[src/hdl/bpc_pkg.sv]
// Shared types, codes and constants of the button press classifier.
`default_nettype none

package bpc_pkg;

   localparam int TIME_BITS = 32;

   typedef logic [TIME_BITS-1:0] time_type;

   localparam int CSR_IDX_BITS  = 3;
   localparam int CSR_DATA_BITS = 16;

   // Register indexes of the write port.
   typedef enum logic [CSR_IDX_BITS-1:0] {
      CSR_LONG_PRESS      = 3'd0,
      CSR_DOUBLE_SHORT    = 3'd1,
      CSR_DOUBLE_LONG_TMO = 3'd2,
      CSR_DEBOUNCE        = 3'd3,
      CSR_REPEAT_DELAY    = 3'd4
   } csr_index_type;

   localparam logic [15:0] LONG_PRESS_RST      = 16'd400;
   localparam logic [15:0] DOUBLE_SHORT_RST    = 16'd0;
   localparam logic [15:0] DOUBLE_LONG_TMO_RST = 16'd0;
   localparam logic [7:0]  DEBOUNCE_RST        = 8'd50;
   localparam logic [15:0] REPEAT_DELAY_RST    = 16'd250;

   typedef enum logic [2:0] {
      EV_SHORT_SINGLE = 3'd0,
      EV_SHORT_DOUBLE = 3'd1,
      EV_LONG_REPEAT  = 3'd2,
      EV_LONG_END     = 3'd3,
      EV_DOUBLE_LONG  = 3'd4,
      EV_DL_TIMEOUT   = 3'd5,
      EV_STAY_AWAKE   = 3'd6
   } event_code_type;

   // Press phase: one-hot.
   typedef enum logic [2:0] {
      PH_NONE  = 3'b001,
      PH_SHORT = 3'b010,
      PH_LONG  = 3'b100
   } phase_type;

   typedef struct packed {
      logic edge_seen;
      logic new_level;
   } req_type;

   typedef struct packed {
      event_code_type event_code;
      logic           last_of_tick;
   } rsp_type;

   // Events of one tick, in order, handed from the classifier to the queue.
   typedef struct packed {
      logic [1:0]     count;
      event_code_type code0;
      event_code_type code1;
   } evt_bundle_type;

   localparam int QUEUE_DEPTH    = 4;
   localparam int QUEUE_PTR_BITS = $clog2(QUEUE_DEPTH);
   localparam int QUEUE_CNT_BITS = QUEUE_PTR_BITS + 1;

endpackage

`default_nettype wire

[src/hdl/bpc_core.sv]
// Classifier state, configuration registers and per-tick event decision.
`default_nettype none

module bpc_core (
   input  wire logic                              clock,
   input  wire logic                              reset,
   input  wire logic                              tick_accept,
   input  wire bpc_pkg::req_type                  req_data,
   input  wire logic                              csr_write_en,
   input  wire logic [bpc_pkg::CSR_IDX_BITS-1:0]  csr_index,
   input  wire logic [bpc_pkg::CSR_DATA_BITS-1:0] csr_wdata,
   output bpc_pkg::evt_bundle_type                evt_bundle
);
   import bpc_pkg::*;

   logic [15:0] long_press_ff;
   logic [15:0] double_short_ff;
   logic [15:0] double_long_tmo_ff;
   logic [7:0]  debounce_ff;
   logic [15:0] repeat_delay_ff;

   // tick_ff holds the time the next tick will carry (model now + 1).
   time_type  tick_ff,        tick_in;
   time_type  edge_time_ff,   edge_time_in;
   logic      edge_pending_ff, edge_pending_in;
   logic      level_ff,       level_in;
   time_type  press_len_ff,   press_len_in;
   time_type  repeat_ref_ff,  repeat_ref_in;
   time_type  long_ref_ff,    long_ref_in;
   time_type  short_ref_ff,   short_ref_in;
   phase_type phase_ff,       phase_in;

   always_ff @(posedge clock) begin
      if (reset) begin
         long_press_ff      <= LONG_PRESS_RST;
         double_short_ff    <= DOUBLE_SHORT_RST;
         double_long_tmo_ff <= DOUBLE_LONG_TMO_RST;
         debounce_ff        <= DEBOUNCE_RST;
         repeat_delay_ff    <= REPEAT_DELAY_RST;
      end else if (csr_write_en) begin
         unique case (csr_index)
            CSR_LONG_PRESS:      long_press_ff      <= csr_wdata;
            CSR_DOUBLE_SHORT:    double_short_ff    <= csr_wdata;
            CSR_DOUBLE_LONG_TMO: double_long_tmo_ff <= csr_wdata;
            CSR_DEBOUNCE:        debounce_ff        <= csr_wdata[7:0];
            CSR_REPEAT_DELAY:    repeat_delay_ff    <= csr_wdata;
            default: ;
         endcase
      end
   end

   always_comb begin
      time_type       now;
      time_type       since_edge;
      logic           dl_tmo;
      logic           main_vld;
      event_code_type main_code;
      logic           stay;
      phase_type      phase_mid;

      now       = tick_ff;
      tick_in   = tick_ff + time_type'(1);

      level_in        = req_data.edge_seen ? req_data.new_level : level_ff;
      edge_time_in    = req_data.edge_seen ? now : edge_time_ff;
      edge_pending_in = req_data.edge_seen | edge_pending_ff;

      press_len_in  = press_len_ff;
      repeat_ref_in = repeat_ref_ff;
      long_ref_in   = long_ref_ff;
      short_ref_in  = short_ref_ff;

      main_vld  = 1'b0;
      main_code = EV_STAY_AWAKE;
      stay      = 1'b0;

      since_edge = now - edge_time_in;

      // Double-long window expired while released.
      dl_tmo = !level_in && (phase_ff == PH_LONG) &&
               ((now - long_ref_ff) >= time_type'(double_long_tmo_ff));
      phase_mid = dl_tmo ? PH_NONE : phase_ff;
      phase_in  = phase_mid;

      if (!((!edge_pending_in && (press_len_ff == '0)) ||
            (since_edge < time_type'(debounce_ff)))) begin
         edge_pending_in = 1'b0;
         if (level_in) begin
            press_len_in = since_edge;
            if (since_edge >= time_type'(long_press_ff)) begin
               if (phase_mid == PH_LONG) begin
                  phase_in     = PH_NONE;
                  press_len_in = '0;
                  main_vld     = 1'b1;
                  main_code    = EV_DOUBLE_LONG;
               end else begin
                  long_ref_in = now;
                  if (repeat_ref_ff == '0) begin
                     repeat_ref_in = now;
                  end else if ((now - repeat_ref_ff) >= time_type'(repeat_delay_ff)) begin
                     main_vld      = 1'b1;
                     main_code     = EV_LONG_REPEAT;
                     repeat_ref_in = now;
                  end
               end
            end
            stay = 1'b1;
         end else if (press_len_ff != '0) begin
            repeat_ref_in = '0;
            press_len_in  = '0;
            if (phase_mid == PH_LONG) begin
               phase_in  = PH_NONE;
               main_vld  = 1'b1;
               main_code = EV_DL_TIMEOUT;
            end else if (press_len_ff >= time_type'(long_press_ff)) begin
               if (double_long_tmo_ff != '0) begin
                  phase_in = PH_LONG;
               end else begin
                  main_vld  = 1'b1;
                  main_code = EV_LONG_END;
               end
            end else if ((phase_mid == PH_SHORT) &&
                         ((now - short_ref_ff) < time_type'(double_short_ff))) begin
               phase_in  = PH_NONE;
               main_vld  = 1'b1;
               main_code = EV_SHORT_DOUBLE;
            end else begin
               phase_in     = PH_SHORT;
               short_ref_in = now;
               if (double_short_ff == '0) begin
                  main_vld  = 1'b1;
                  main_code = EV_SHORT_SINGLE;
               end
            end
         end
      end

      // Pack the events in order: timeout, main event, stay awake.
      evt_bundle.count = 2'(dl_tmo) + 2'(main_vld) + 2'(stay);
      evt_bundle.code0 = dl_tmo ? EV_DL_TIMEOUT : (main_vld ? main_code : EV_STAY_AWAKE);
      evt_bundle.code1 = (dl_tmo && main_vld) ? main_code : EV_STAY_AWAKE;
   end

   always_ff @(posedge clock) begin
      if (reset) begin
         tick_ff         <= time_type'(1);
         edge_time_ff    <= '0;
         edge_pending_ff <= 1'b0;
         level_ff        <= 1'b0;
         press_len_ff    <= '0;
         repeat_ref_ff   <= '0;
         long_ref_ff     <= '0;
         short_ref_ff    <= '0;
         phase_ff        <= PH_NONE;
      end else if (tick_accept) begin
         tick_ff         <= tick_in;
         edge_time_ff    <= edge_time_in;
         edge_pending_ff <= edge_pending_in;
         level_ff        <= level_in;
         press_len_ff    <= press_len_in;
         repeat_ref_ff   <= repeat_ref_in;
         long_ref_ff     <= long_ref_in;
         short_ref_ff    <= short_ref_in;
         phase_ff        <= phase_in;
      end
   end

   a_tick_advance: assert property (@(posedge clock) disable iff (reset)
      tick_accept |=> tick_ff == $past(tick_ff) + time_type'(1))
      else $error("tick counter did not advance on an accepted beat");

   a_edge_stamp: assert property (@(posedge clock) disable iff (reset)
      tick_accept && req_data.edge_seen |=> edge_time_ff == $past(tick_ff))
      else $error("edge time not stamped with the tick time");

   a_stay_held: assert property (@(posedge clock) disable iff (reset)
      tick_accept && (evt_bundle.count != 2'd0) &&
      ((evt_bundle.code0 == EV_STAY_AWAKE) ||
       ((evt_bundle.count == 2'd2) && (evt_bundle.code1 == EV_STAY_AWAKE)))
      |=> level_ff)
      else $error("stay-awake issued while the button is released");

endmodule

`default_nettype wire

[src/hdl/bpc_evq.sv]
// Event queue: up to two events in per tick; one beat out per unstalled cycle.
`default_nettype none

module bpc_evq (
   input  wire logic                    clock,
   input  wire logic                    reset,
   input  wire logic                    push,
   input  wire bpc_pkg::evt_bundle_type evt_bundle,
   output logic                         full2,
   output logic                         rsp_valid,
   input  wire logic                    rsp_stall,
   output bpc_pkg::rsp_type             rsp_data
);
   import bpc_pkg::*;

   rsp_type                   mem_ff [QUEUE_DEPTH];
   logic [QUEUE_PTR_BITS-1:0] wr_ptr_ff, wr_ptr_in;
   logic [QUEUE_PTR_BITS-1:0] rd_ptr_ff, rd_ptr_in;
   logic [QUEUE_CNT_BITS-1:0] cnt_ff,    cnt_in;
   logic [QUEUE_CNT_BITS-1:0] n_push;
   logic                      pop;
   logic [QUEUE_PTR_BITS-1:0] wr_ptr_nx1;

   assign n_push     = push ? QUEUE_CNT_BITS'(evt_bundle.count) : '0;
   assign pop        = rsp_valid && !rsp_stall;
   assign wr_ptr_nx1 = wr_ptr_ff + QUEUE_PTR_BITS'(1);
   assign wr_ptr_in  = wr_ptr_ff + QUEUE_PTR_BITS'(n_push);
   assign rd_ptr_in  = rd_ptr_ff + QUEUE_PTR_BITS'(pop);
   assign cnt_in     = cnt_ff + n_push - QUEUE_CNT_BITS'(pop);

   // Stall the input unless room for a full tick's worth of events remains.
   assign full2     = cnt_ff > QUEUE_CNT_BITS'(QUEUE_DEPTH - 2);
   assign rsp_valid = cnt_ff != '0;
   assign rsp_data  = mem_ff[rd_ptr_ff];

   always_ff @(posedge clock) begin
      if (n_push != '0) begin
         mem_ff[wr_ptr_ff] <= '{event_code: evt_bundle.code0,
                                last_of_tick: (evt_bundle.count == 2'd1)};
      end
      if (n_push == QUEUE_CNT_BITS'(2)) begin
         mem_ff[wr_ptr_nx1] <= '{event_code: evt_bundle.code1, last_of_tick: 1'b1};
      end
   end

   always_ff @(posedge clock) begin
      if (reset) begin
         wr_ptr_ff <= '0;
         rd_ptr_ff <= '0;
         cnt_ff    <= '0;
      end else begin
         wr_ptr_ff <= wr_ptr_in;
         rd_ptr_ff <= rd_ptr_in;
         cnt_ff    <= cnt_in;
      end
   end

   a_no_overflow: assert property (@(posedge clock) disable iff (reset)
      cnt_ff <= QUEUE_CNT_BITS'(QUEUE_DEPTH))
      else $error("event queue overflow");

   a_empty_open: assert property (@(posedge clock) disable iff (reset)
      !rsp_valid |-> !full2)
      else $error("empty queue stalls the input");

   a_ptr_gap: assert property (@(posedge clock) disable iff (reset)
      QUEUE_PTR_BITS'(cnt_ff) == QUEUE_PTR_BITS'(wr_ptr_ff - rd_ptr_ff))
      else $error("queue pointers disagree with occupancy");

endmodule

`default_nettype wire

[src/hdl/button_press_classifier.sv]
// Top level of the button press classifier: classifier core plus event queue.
//
//   channel  direction  handshake               beat
//   req_     in         req_valid / req_stall   one millisecond tick (edge_seen, new_level)
//   rsp_     out        rsp_valid / rsp_stall   one event (event_code, last_of_tick)
//   csr_     in         csr_write_en            register write, no wait, no read-back
//
// Each tick is classified in the cycle it is accepted; its zero to two events
// land in a four-entry queue and leave from the next cycle on, one beat per cycle
// while rsp_stall is low. A tick is accepted every cycle while the queue holds
// at most two events, so without rsp_stall ticks with at most one event flow at
// one tick per cycle; a run of two-event ticks is held back by the single event output.
// req_stall comes from the registered queue count only; rsp_stall never reaches it
// combinationally. Reset is synchronous: time, press state and queue clear,
// registers return to their defaults.
`default_nettype none

module button_press_classifier (
   input  wire logic                              clock,
   input  wire logic                              reset,
   input  wire logic                              req_valid,
   output logic                                   req_stall,
   input  wire bpc_pkg::req_type                  req_data,
   output logic                                   rsp_valid,
   input  wire logic                              rsp_stall,
   output bpc_pkg::rsp_type                       rsp_data,
   input  wire logic                              csr_write_en,
   input  wire logic [bpc_pkg::CSR_IDX_BITS-1:0]  csr_index,
   input  wire logic [bpc_pkg::CSR_DATA_BITS-1:0] csr_wdata
);
   import bpc_pkg::*;

   evt_bundle_type evt_bundle;
   logic           tick_accept;
   logic           queue_full2;

   // Accept a tick only when the queue can take both possible events.
   assign req_stall   = queue_full2;
   assign tick_accept = req_valid && !queue_full2;

   bpc_core u_core (
      .clock        (clock),
      .reset        (reset),
      .tick_accept  (tick_accept),
      .req_data     (req_data),
      .csr_write_en (csr_write_en),
      .csr_index    (csr_index),
      .csr_wdata    (csr_wdata),
      .evt_bundle   (evt_bundle)
   );

   // Hold the tick's events until the consumer takes them.
   bpc_evq u_evq (
      .clock      (clock),
      .reset      (reset),
      .push       (tick_accept),
      .evt_bundle (evt_bundle),
      .full2      (queue_full2),
      .rsp_valid  (rsp_valid),
      .rsp_stall  (rsp_stall),
      .rsp_data   (rsp_data)
   );

endmodule

`default_nettype wire

[config.mk]
export PLATFORM = sky130hd
export DESIGN_NAME = button_press_classifier
export DESIGN_NICKNAME = d
export VERILOG_FILES = /design/src/hdl/bpc_pkg.sv /design/src/hdl/bpc_core.sv /design/src/hdl/bpc_evq.sv /design/src/hdl/button_press_classifier.sv
export SDC_FILE = /design/constraint.sdc
export NUM_CORES = 1
export LEC_CHECK = 0
export BUFFER_PORTS_ARGS = -buffer_cell sky130_fd_sc_hd__buf_2
export CAP_MARGIN = 0
export CORE_ASPECT_RATIO = 0.5
export CORE_MARGIN = 4
export CORE_UTILIZATION = 43
export CTS_CLUSTER_SIZE = 12
export DETAILED_ROUTE_END_ITERATION = 16
export PLACE_DENSITY = 0.67
export SYNTH_ARGS = -nofsm -noshare
export SYNTH_HDL_FRONTEND = slang
export SYNTH_SLANG_ARGS = --single-unit
[constraint.sdc]
create_clock -name clock -period 9.1 [get_ports clock]
set_input_delay 0.455 -clock clock [delete_from_list [all_inputs] [get_ports clock]]
set_output_delay 0.455 -clock clock [all_outputs]
set_load 0.01 [all_outputs]
==> impl_metrics.toml <==
[outcome]
status = "finished, final reports clean"

[yosys]
yosys.area.top_type = "dfxtp_1"
syn_nets = 3086
synth.area.top_cells = "dfxtp_1 (25%), ha_1 (12%), a21oi_1 (6.0%), nand2_1 (5.0%), nor2_1 (4.3%)"
ys_async_sr_fraction = 0
ys_top_cells_by_count = "nand2_1 (293), dfxtp_1 (280), a21oi_1 (265), nor2_1 (255), ha_1 (216)"
synthesis.area_sq_um = 22200
synth_cell_types = 102
syn_inst = 2838
yosysSeqAreaShare = 0.269
yosysMostFrequentCell = "nand2_1"
synth_edf_count = 12
synthFlopType = "dfxtp_1"
yosys_warnings = 0
avgSynthCellArea_sq_um = 7.81
synth_top_area_frac = 0.253
ys_seq_elements = 292

[clocking]
cts_tree = "yes"
htreeDepth = 1
cts_root_buf = "clkbuf_16"
clkLatencyLatePin_ps = 590
clk_path_buf_depth = 3
cts_setup_buffers = 0
cts_resized = 0
clock_sinks = 292
numCtsBuffers = 30
clk_pin_slew_ps = 60
postCtsHoldBufs = 0

[worst_hold_path]
min_from = "csr_wdata[9]"
hold_path.class = "in -> reg"
min_path_cells = 3
hold_path_end = "u_core.long_press_ff[9]"

[grt]
gr-total-overflow = 0
grt_use_total = 0.234
grt_max_degree = 83
grt_pass1_wl_mm = 106
grt_antenna_before_repair = 0
grt_pass1_vias = 19400

[critical_path]
crit_path_end_kind = "flip-flop"
crit_path_top_delay_cell = "dfxtp_1"
crit_buf_inv = 2
r2r_cells = 30
criticalPathCategory = "reg -> reg"
required_ps = 9560
r2r_setup_slack_ps = 830
start_kind = "flip-flop"
cp.arrival_ps = 8730
r2r_end = "u_evq.cnt_ff[2]"
critPathMaxFanout = 14
cpLargestDelayFamily = "compound AO/OA/AOI/OAI gates"
regToRegStartpoint = "u_core.tick_ff[1]"
slowest_delay_ps = 700

[route]
drt.antenna.violating_nets = 0
drc = 0
vias = 20800
drt_iter0_drc = 2079
wl_per_cell_microns = 19.3
routed_wl_mm = 67.3
avgViaCountPerCell = 5.95
firstDrtPassIters = 6

[sta]
fin_skew_ps = 14.4
tightest_slew_ps = 1200
slew-limit-headroom = 0.182
timing.final.crit_share = 0.909
hold_ws_ps = 201
finalSetupTns_ps = 0
maxSlewViolCount = 0
hold_violations = 0
final-setup-viol-count = 0
fmax_mhz = 121
rsz0062_at_grt = "no"
finalCriticalPeriod_ps = 8270

[floorplanning]
start_util = 0.438
die_w_microns = 329
ioPinCount = 32
die_h_microns = 169
row_count = 58
core_sq_um = 50600
dieArea_sq_um = 55500

[final_layout]
nNetsFinal = 3042
antenna_cells = 0
final_util = 0.469
syn2layout_area_growth_pct = 7.13
final_cells = 3495
drive_gt1_frac = 0.0567
final_cell_area_sq_um = 23700

[place]
placed_cell_area_sq_um = 22800
dpl.cell_count = 3452
io_buffers = 31
hpwlAfterDp_mm = 51.8
gp_congestion = 0.943

[power_and_ir_drop]
powerDensity_nw_per_um2 = 205
power_leakage_nw = 10.2
peakVddDrop_uv = 137

[flow_run]
cap_viol_max_count = 0
==> state kept, by name, summed over array words and instances, names as in the netlist, 2 cells and up <==
signal                     cells
u_core.debounce_ff             8
u_core.double_long_tmo_ff     16
u_core.double_short_ff        16
u_core.edge_time_ff           32
u_core.long_press_ff          16
u_core.long_ref_ff            32
u_core.phase_ff                3
u_core.press_len_ff           32
u_core.repeat_delay_ff        16
u_core.repeat_ref_ff          32
u_core.short_ref_ff           32
u_core.tick_ff                32
u_evq.cnt_ff                   3
u_evq.mem_ff                  16
u_evq.rd_ptr_ff                2
u_evq.wr_ptr_ff                2
==> area by class of cell <==
cell class / count / area (sq um)
fill: 5024 / 26800
multi-input combinational: 2189 / 14800
sequential: 292 / 5970
tap: 690 / 863
clock buffer: 37 / 828
inverter: 213 / 800
timing repair buffer: 68 / 439
clock inverter: 6 / 83.8
==> worst max-delay path by stage <==
stage                                 start              end  slack, ps  depth (start not counted)
final                     u_core.tick_ff[1]  u_evq.cnt_ff[2]        830                         30
after global routing      u_core.tick_ff[1]  u_evq.cnt_ff[2]        340                         30
after CTS                 u_core.tick_ff[1]  u_evq.cnt_ff[2]        940                         30
after detailed placement  u_core.tick_ff[1]  u_evq.cnt_ff[2]        990                         30
after global placement    u_core.tick_ff[1]  u_evq.cnt_ff[2]       1130                         30
after floorplan           u_core.tick_ff[0]  u_evq.cnt_ff[2]       2180                         32
==> kinds of logic after synthesis <==
logic type               synth area share
AND/OR/NAND/NOR                     0.205
AO/OA/AOI/OAI                       0.250
buffers and inverters              0.0654
flip-flops                          0.269
adder cells (fa/ha/maj)             0.127
XOR/XNOR                           0.0454
multiplexers                       0.0381
==> metal layers <==
layer / GRT usage / part of all wire
met2: 0.368 / 0.43
met3: 0.0322 / 0.062
met5: 0 / 0
met1: 0.336 / 0.48
met4: 0.0669 / 0.029
==> power by group <==
part / total [mW] / switching [mW] / internal (mW)
Combinational: 2.18 / 1.32 / 0.854
Clock: 1.21 / 0.528 / 0.687
Sequential: 1.48 / 0.0826 / 1.40
==> worst reg2reg max path: cells and delay by family (launching register included) <==
kind                     cells  cell delay (ps)
flip-flops                   1              700
XOR/XNOR                     3              480
AO/OA/AOI/OAI               10             2520
adder cells (fa/ha/maj)      5             1780
buffers and inverters        2              250
AND/OR/NAND/NOR             10             2410
==> layout by cell type (no fill, tap or decap), types with 15 or more instances in the layout <==
cell type,n
o211ai_1,42
o21a_1,26
nor2b_1,22
nor3_1,35
nand4_1,61
o31ai_1,25
a22o_1,34
o21ai_1,20
inv_1,212
buf_2,30
a21oi_1,265
ha_1,216
xnor2_1,56
xor2_1,59
buf_4,37
and2_1,18
nor2_1,255
o21bai_1,15
a31oi_1,17
nor4_1,37
a21o_1,75
or3_1,23
dfxtp_1,280
mux2i_1,73
o21ai_0,103
nand3_1,79
a211oi_1,53
nand2_1,293
and3_1,34
clkbuf_16,31
==> per-stage QoR <==
| stage | worst slack [ps] | power, mW |
|---|---|---|
| after CTS | 944 | 4.86 |
| after global routing | 341 | 5.18 |
| final | 828 | 4.87 |
| after floorplan | 2180 | 3.11 |
| after global placement | 1130 | 3.61 |
| after detailed placement | 987 | 3.65 |
(Power assumes the default switching activity.)
